--- src/rtl/pcrc_pkg.sv ---
// Shared types, constants and the CRC-16/CCITT byte update for the packet checker.
`default_nettype none

package pcrc_pkg;

    localparam int unsigned MAX_PACKET_BYTES_DEF = 2048;

    localparam logic [15:0] CRC_INIT = 16'hFFFF;
    localparam logic [15:0] CRC_POLY = 16'h1021;
    localparam logic [15:0] CRC_TOP  = 16'h8000;

    localparam int unsigned CFG_W   = 9;
    localparam int unsigned COUNT_W = 32;
    localparam int unsigned OUT_W   = 104;

    typedef enum logic [1:0] {
        VERDICT_OK    = 2'd0,
        VERDICT_CRC   = 2'd1,
        VERDICT_SHAPE = 2'd2
    } verdict_t;

    // one accepted input request, as held in the input register
    typedef struct packed {
        logic [7:0] data_byte;
        logic       last_byte;
    } byte_req_t;

    // MSB-first CRC-16, eight bit steps unrolled
    function automatic logic [15:0] crc_feed(input logic [15:0] crc, input logic [7:0] b);
        logic [15:0] c;
        c = crc ^ {b, 8'h00};
        for (int i = 0; i < 8; i++) begin
            if ((c & CRC_TOP) != 16'h0000) begin
                c = {c[14:0], 1'b0} ^ CRC_POLY;
            end else begin
                c = {c[14:0], 1'b0};
            end
        end
        return c;
    endfunction

endpackage

`default_nettype wire

--- src/rtl/pcrc_frame_check.sv ---
// Per-packet state: trailer delay line, running CRC, byte count and verdict logic.
`default_nettype none

module pcrc_frame_check #(
    parameter int unsigned MAX_PACKET_BYTES = pcrc_pkg::MAX_PACKET_BYTES_DEF
) (
    input  wire logic                      clk,
    input  wire logic                      rst_n,
    input  wire logic                      step,
    input  wire pcrc_pkg::byte_req_t       req,
    input  wire logic [pcrc_pkg::CFG_W-1:0] expected_value_count,
    output pcrc_pkg::verdict_t             verdict
);
    import pcrc_pkg::*;

    // count saturates at MAX_PACKET_BYTES + 1
    localparam int unsigned CW   = $clog2(MAX_PACKET_BYTES + 2);
    localparam int unsigned LENW = CFG_W + 2;
    localparam int unsigned CMPW = (CW > LENW) ? CW : LENW;

    logic [15:0]   crc_reg, crc_next;
    logic [7:0]    held0_reg, held0_next;
    logic [7:0]    held1_reg, held1_next;
    logic [CW-1:0] count_reg, count_next;

    logic [15:0]   crc_fed;
    logic [CW-1:0] count_inc;
    logic [15:0]   trailer;
    logic [CMPW-1:0] len_seen;
    logic [CMPW-1:0] len_want;

    always_comb
    begin
        crc_fed   = (count_reg >= CW'(2)) ? crc_feed(crc_reg, held0_reg) : crc_reg;
        count_inc = (count_reg <= CW'(MAX_PACKET_BYTES)) ? count_reg + CW'(1) : count_reg;
        // trailer is low byte first: older held byte, then the byte at hand
        trailer   = {req.data_byte, held1_reg};
        len_seen  = CMPW'(count_inc);
        // 4 * count + 2 trailer bytes
        len_want  = CMPW'({expected_value_count, 2'b10});

        if (count_inc < CW'(2) || count_inc > CW'(MAX_PACKET_BYTES)) begin
            verdict = VERDICT_SHAPE;
        end else if (crc_fed != trailer) begin
            verdict = VERDICT_CRC;
        end else if (len_seen != len_want) begin
            verdict = VERDICT_SHAPE;
        end else begin
            verdict = VERDICT_OK;
        end

        crc_next   = crc_reg;
        held0_next = held0_reg;
        held1_next = held1_reg;
        count_next = count_reg;
        if (step) begin
            if (req.last_byte) begin
                crc_next   = CRC_INIT;
                held0_next = 8'h00;
                held1_next = 8'h00;
                count_next = '0;
            end else begin
                crc_next   = crc_fed;
                held0_next = held1_reg;
                held1_next = req.data_byte;
                count_next = count_inc;
            end
        end
    end

    always_ff @(posedge clk or negedge rst_n)
    begin
        if (!rst_n) begin
            crc_reg   <= CRC_INIT;
            held0_reg <= 8'h00;
            held1_reg <= 8'h00;
            count_reg <= '0;
        end else begin
            crc_reg   <= crc_next;
            held0_reg <= held0_next;
            held1_reg <= held1_next;
            count_reg <= count_next;
        end
    end

endmodule

`default_nettype wire

--- src/rtl/packet_crc16_length_checker_top.sv ---
// Top level of the datagram CRC-16 and length checker.
//
// Usage:
//   s_axis carries one datagram byte per request in tdata[7:0]; tlast marks
//   the final byte. Every byte is taken; only the final byte produces a result.
//   m_axis carries one result per datagram: verdict (0 ok, 1 crc, 2 shape)
//   and the three wrapping packet totals including this packet.
//   cfg_wr_en / cfg_wr_data load expected_value_count (four-byte values per
//   payload); write it only while no packet is in flight.
// Timing:
//   One byte per cycle, but a final byte waits while a result is stalled. A
//   byte goes into an input register, then the CRC/length logic (one unrolled
//   8-step CRC update) loads the result register as the last byte leaves the
//   input register, when totals and per-packet state update too.
// Reset:
//   rst_n clears the CRC to 0xFFFF, the delay line, byte count, totals and the
//   register; no sweep is needed, bytes are taken right after reset.
// Stall:
//   While a result waits on m_axis_tready, non-final bytes keep flowing; a
//   second final byte waits in the input register, holding s_axis_tready low.
`default_nettype none

module packet_crc16_length_checker_top #(
    parameter int unsigned MAX_PACKET_BYTES = pcrc_pkg::MAX_PACKET_BYTES_DEF
) (
    input  wire logic                        clk,
    input  wire logic                        rst_n,
    input  wire logic                        s_axis_tvalid,
    output logic                             s_axis_tready,
    input  wire logic [7:0]                  s_axis_tdata,   // [7:0] data_byte
    input  wire logic                        s_axis_tlast,   // last_byte
    output logic                             m_axis_tvalid,
    input  wire logic                        m_axis_tready,
    // [1:0] verdict, [33:2] accepted_count, [65:34] corrupted_count,
    // [97:66] invalid_count, [103:98] zero
    output logic [pcrc_pkg::OUT_W-1:0]       m_axis_tdata,
    input  wire logic                        cfg_wr_en,
    input  wire logic [pcrc_pkg::CFG_W-1:0]  cfg_wr_data
);
    import pcrc_pkg::*;

    localparam int unsigned PAD_W = OUT_W - 2 - 3 * COUNT_W;

    logic                 in_valid_reg, in_valid_next;
    byte_req_t            in_req_reg;
    logic [CFG_W-1:0]     evc_reg;
    logic [COUNT_W-1:0]   acc_total_reg, acc_total_next;
    logic [COUNT_W-1:0]   crc_total_reg, crc_total_next;
    logic [COUNT_W-1:0]   inv_total_reg, inv_total_next;
    logic                 out_valid_reg, out_valid_next;
    verdict_t             out_verdict_reg;

    logic     advance;
    logic     finish;
    verdict_t verdict;

    // non-final bytes never need the result slot
    assign advance = in_valid_reg &&
                     (!in_req_reg.last_byte || !out_valid_reg || m_axis_tready);
    assign finish  = advance && in_req_reg.last_byte;

    assign s_axis_tready = !in_valid_reg || advance;
    assign m_axis_tvalid = out_valid_reg;
    assign m_axis_tdata  = {PAD_W'(0), inv_total_reg, crc_total_reg, acc_total_reg,
                            out_verdict_reg};

    pcrc_frame_check #(
        .MAX_PACKET_BYTES (MAX_PACKET_BYTES)
    ) u_frame (
        .clk                  (clk),
        .rst_n                (rst_n),
        .step                 (advance),
        .req                  (in_req_reg),
        .expected_value_count (evc_reg),
        .verdict              (verdict)
    );

    always_comb
    begin
        in_valid_next = s_axis_tready ? s_axis_tvalid : in_valid_reg;

        acc_total_next = acc_total_reg;
        crc_total_next = crc_total_reg;
        inv_total_next = inv_total_reg;
        if (finish) begin
            case (verdict)
                VERDICT_OK:  acc_total_next = acc_total_reg + COUNT_W'(1);
                VERDICT_CRC: crc_total_next = crc_total_reg + COUNT_W'(1);
                default:     inv_total_next = inv_total_reg + COUNT_W'(1);
            endcase
        end

        if (finish) begin
            out_valid_next = 1'b1;
        end else if (m_axis_tready) begin
            out_valid_next = 1'b0;
        end else begin
            out_valid_next = out_valid_reg;
        end
    end

    always_ff @(posedge clk or negedge rst_n)
    begin
        if (!rst_n) begin
            in_valid_reg  <= 1'b0;
            out_valid_reg <= 1'b0;
            evc_reg       <= '0;
            acc_total_reg <= '0;
            crc_total_reg <= '0;
            inv_total_reg <= '0;
        end else begin
            in_valid_reg  <= in_valid_next;
            out_valid_reg <= out_valid_next;
            acc_total_reg <= acc_total_next;
            crc_total_reg <= crc_total_next;
            inv_total_reg <= inv_total_next;
            if (cfg_wr_en) begin
                evc_reg <= cfg_wr_data;
            end
        end
    end

    // payload registers, no reset
    always_ff @(posedge clk)
    begin
        if (s_axis_tready && s_axis_tvalid) begin
            in_req_reg <= '{data_byte: s_axis_tdata, last_byte: s_axis_tlast};
        end
        if (finish) begin
            out_verdict_reg <= verdict;
        end
    end

endmodule

`default_nettype wire

--- config.mk ---
export PLATFORM = sky130hd
export DESIGN_NAME = packet_crc16_length_checker_top
export DESIGN_NICKNAME = d
export VERILOG_FILES = /design/src/rtl/pcrc_pkg.sv /design/src/rtl/pcrc_frame_check.sv /design/src/rtl/packet_crc16_length_checker_top.sv
export SDC_FILE = /design/constraint.sdc
export NUM_CORES = 1
export LEC_CHECK = 0
export ABC_AREA = 1
export BUFFER_PORTS_ARGS = -buffer_cell sky130_fd_sc_hd__buf_2
export CAP_MARGIN = 30
export CORE_MARGIN = 2
export CORE_UTILIZATION = 59
export DETAILED_ROUTE_END_ITERATION = 8
export PLACE_DENSITY = 0.81
export SLEW_MARGIN = 25
export SYNTH_ARGS = -nofsm -noshare
export SYNTH_HDL_FRONTEND = slang
export SYNTH_HIERARCHICAL = 1
export SYNTH_SLANG_ARGS = --single-unit
export TNS_END_PERCENT = 50
--- constraint.sdc ---
create_clock -name clk -period 3.4 [get_ports clk]
set_input_delay 0.51 -clock clk [delete_from_list [all_inputs] [get_ports clk]]
set_output_delay 0.51 -clock clk [all_outputs]
set_load 0.02 [all_outputs]
==> results.txt <==
status -> completed
Worst EP arrival -> 3500 ps
commonest non-fill, non-tap cell in the layout -> nand2_1
Post-DP Area -> 10400 um2
synth-to-layout area growth -> 17.2%
setup ws final -> 219 ps
xor and xnor area share after synthesis -> 5.16%
Setup Viol. Count Final -> 0
main combinational cell family by area after synthesis -> simple AND/OR/NAND/NOR gates
vias -> 8910
CP required -> 3720 ps
GR Layer Usage met1 -> 36.4%
HPWL Detailed -> 17100 um
Gate Count Post-Synth -> 1279
IO Port Bufs -> 122
GPL Wtd Cong -> 0.924
num rows -> 46
Synth Area in Compound Gates -> 4.14%
Synth async-reset ratio -> 93.2%
Clock Path Buffers -> 2
crit path launch type -> flop
root buf cell -> clkbuf_16
wire per inst -> 14.5 um
clk slew on worst S/H paths -> 60 ps
Post-Synth Simple-Gate Area -> 37.3%
Antenna diodes -> 0
CTS tree -> yes
Final Max Tran Viols -> 0
CP Capture Type -> flop
final hold slack -> 20.7 ps
FF-to-FF Start -> u_frame/count_reg[1]$_DFFE_PN0P_
Pwr per Cell Area -> 607 nW/um2
post-route cell area -> 11100 um2
DRC Markers -> 0
Max-slew headroom -> 62.9%
Mapped Avg Cell Area -> 7.43 um2
Post-synth EDFFs -> 11
post-synthesis mux area share -> 1.07%
Synth Area in Adders -> 0.659%
Tmin final -> 3180 ps
Hold Crit Class -> primary input to asynchronous set/reset pin
pre-CTS setup slack -> -2.15 ps
Worst Setup SP -> u_frame/count_reg[1]$_DFFE_PN0P_
H-tree Lvls -> 4
Slew @ Worst Pin -> 557 ps
Tot Pwr -> 6.76 mW
die area -> 17100 um2
Die X -> 131 um
Final #Nets -> 1455
DRT Pass-1 Iters -> 5
Final Hold Fails -> 0
CP max FO -> 11
kind of critical path -> flop to flop
initial antenna violation count -> 0
total CTS buffers -> 17
clk sinks -> 162
vias in the first global route -> 8119
GR Util All Layers -> 28.4%
Post-Route WL -> 24100 um
most frequent cells in the layout -> nand2_1, inv_1, dfrtp_1
Initial Util -> 60.0%
Ys Warns -> 6
Syn Std Cell Area -> 9500 um2
GRT Max-Usage Layer -> met2
later-pin clock latency in the skew report -> 430 ps
Final Skew -> 14.6 ps
max-cap violations -> 0
Fin Setup TNS -> 0 ps
Yosys reg bits -> 162
Antenna Nets Post-Route -> 0
Pleak -> 5.82 nW
FMAX -> 314 MHz
GRT met2 Usage -> 46.0%
Iteration-0 DRC Markers -> 603
Distinct cells, synth -> 38
Die Y -> 131 um
grt total ovfl -> 0
largest net degree at the start of global routing -> 102
CTS Hold Bufs -> 0
RSZ-0062 raised after global routing -> yes
core footprint -> 15800 um2
layout cells sized above 1 -> 17.6%
Worst VDD drop -> 0.000442 V
first-pass GRT wire length -> 38200 um
IO Count -> 129
Seq/Total Area, Yosys -> 43.5%
fin crit share -> 93.6%
Via-to-Cell Ratio -> 5.38
Synth Flop Type -> dfrtp_1
met3 global-route usage -> 6.68%
[worst max-delay path, stage by stage (launching register included)]
cell and delay [ps]:
dfrtp_1 390, buf_4 160, ha_1 240, nand3_2 130, xor2_1 150, inv_1 50
nand2_1 80, nand2_1 130, nor2_2 210, nand3_1 100, nand3b_1 180, nand2_1 80
nand2_1 100, nor2_2 180, inv_1 70, nor2_2 150, nand2_4 170, nor2_4 270
nand2_1 90, nand2_1 60, nand2_1 50
[report_power, final]
part           leakage, nW  switching (mW)  total (mW)  internal (mW)
clock network        0.290           0.771        1.99           1.22
logic                 3.44            1.53        2.31          0.785
registers             2.09           0.211        2.45           2.24
[stage by stage]
| step | util [%] | instances |
|---|---|---|
| 6_report | 70.3 | 1655 |
| 2_1_floorplan | - | 1284 |
| 3_5_place_dp | 65.6 | 1614 |
| 3_3_place_gp | 65.6 | 1614 |
| 5_1_grt | 70.3 | 1655 |
| 4_1_cts | 69.6 | 1647 |
[worst paths after layout]
| kind | slack [ps] | to | depth (start not counted) |
|---|---|---|---|
| max | 220 | crc_total_reg[30]$_DFFE_PN0P_ | 20 |
| min | 20 | evc_reg[5]$_DFFE_PN0P_ | 1 |
| max reg2reg | 220 | crc_total_reg[30]$_DFFE_PN0P_ | 20 |
| min reg2reg | 490 | crc_total_reg[31]$_DFFE_PN0P_ | 2 |
| max in group asynchronous | 2490 | inv_total_reg[22]$_DFFE_PN0P_ | 2 |
| min in group clk | 260 | in_req_reg[7]$_DFFE_PP_ | 1 |
[synth_stat cells, types with 9 or more instances]
master    number  area (um2)
nand2_1      461        1730
inv_1        146         548
dfrtp_1      135        3380
nor2_1       128         480
nand3_1       99         495
nand3b_1      37         278
nand4_1       35         219
xor2_1        35         307
o22ai_1       29         181
xnor2_1       21         184
dfstp_2       16         420
nand2_2       13        81.3
nor3_1        13        65.1
edfxtp_1      11         330
a22oi_1       10        75.1
buf_4         10        75.1
clkbuf_1      10        37.5
mux2_2         9         101
nor2_4         9         101
o21ai_0        9        45.0
[cell families (layout without fill, tap and decap cells)]
| logic type | count (synthesis) | count (layout) |
|---|---|---|
| DFF | 162 | 162 |
| AOI/OAI and AO/OA | 61 | 61 |
| xor gates and xnor gates | 56 | 56 |
| adders and majority gates | 5 | 5 |
| and+or+nand+nor | 806 | 807 |
| buffers and inverters | 179 | 333 |
| other | 1 | 6 |
| muxes | 9 | 9 |
[per-layer routing]
layer	share of wire, %	up-vias
li1	-	4356
met1	43	4195
met2	48	306
met3	6.4	53
met4	2.9	0
met5	0	-
[timing repair]
item,CTS,global route
endpoints found under the setup margin,7,66
buffers inserted,2,5
pin swaps,1,5
gates cloned,0,2
hold endpoints to repair,0,0
gates resized for setup,1,13
[cell type report]
type                    count  area (um2)
repair buffers            152         878
inverters                 150         566
well taps                 216         270
flip-flops and latches    162        4130
clock inverters             7         124
multi-input cells         944        4680
clock buffers              24         483
fillers                  1328        4690
No activity file was read; power rests on OpenSTA's default activity.
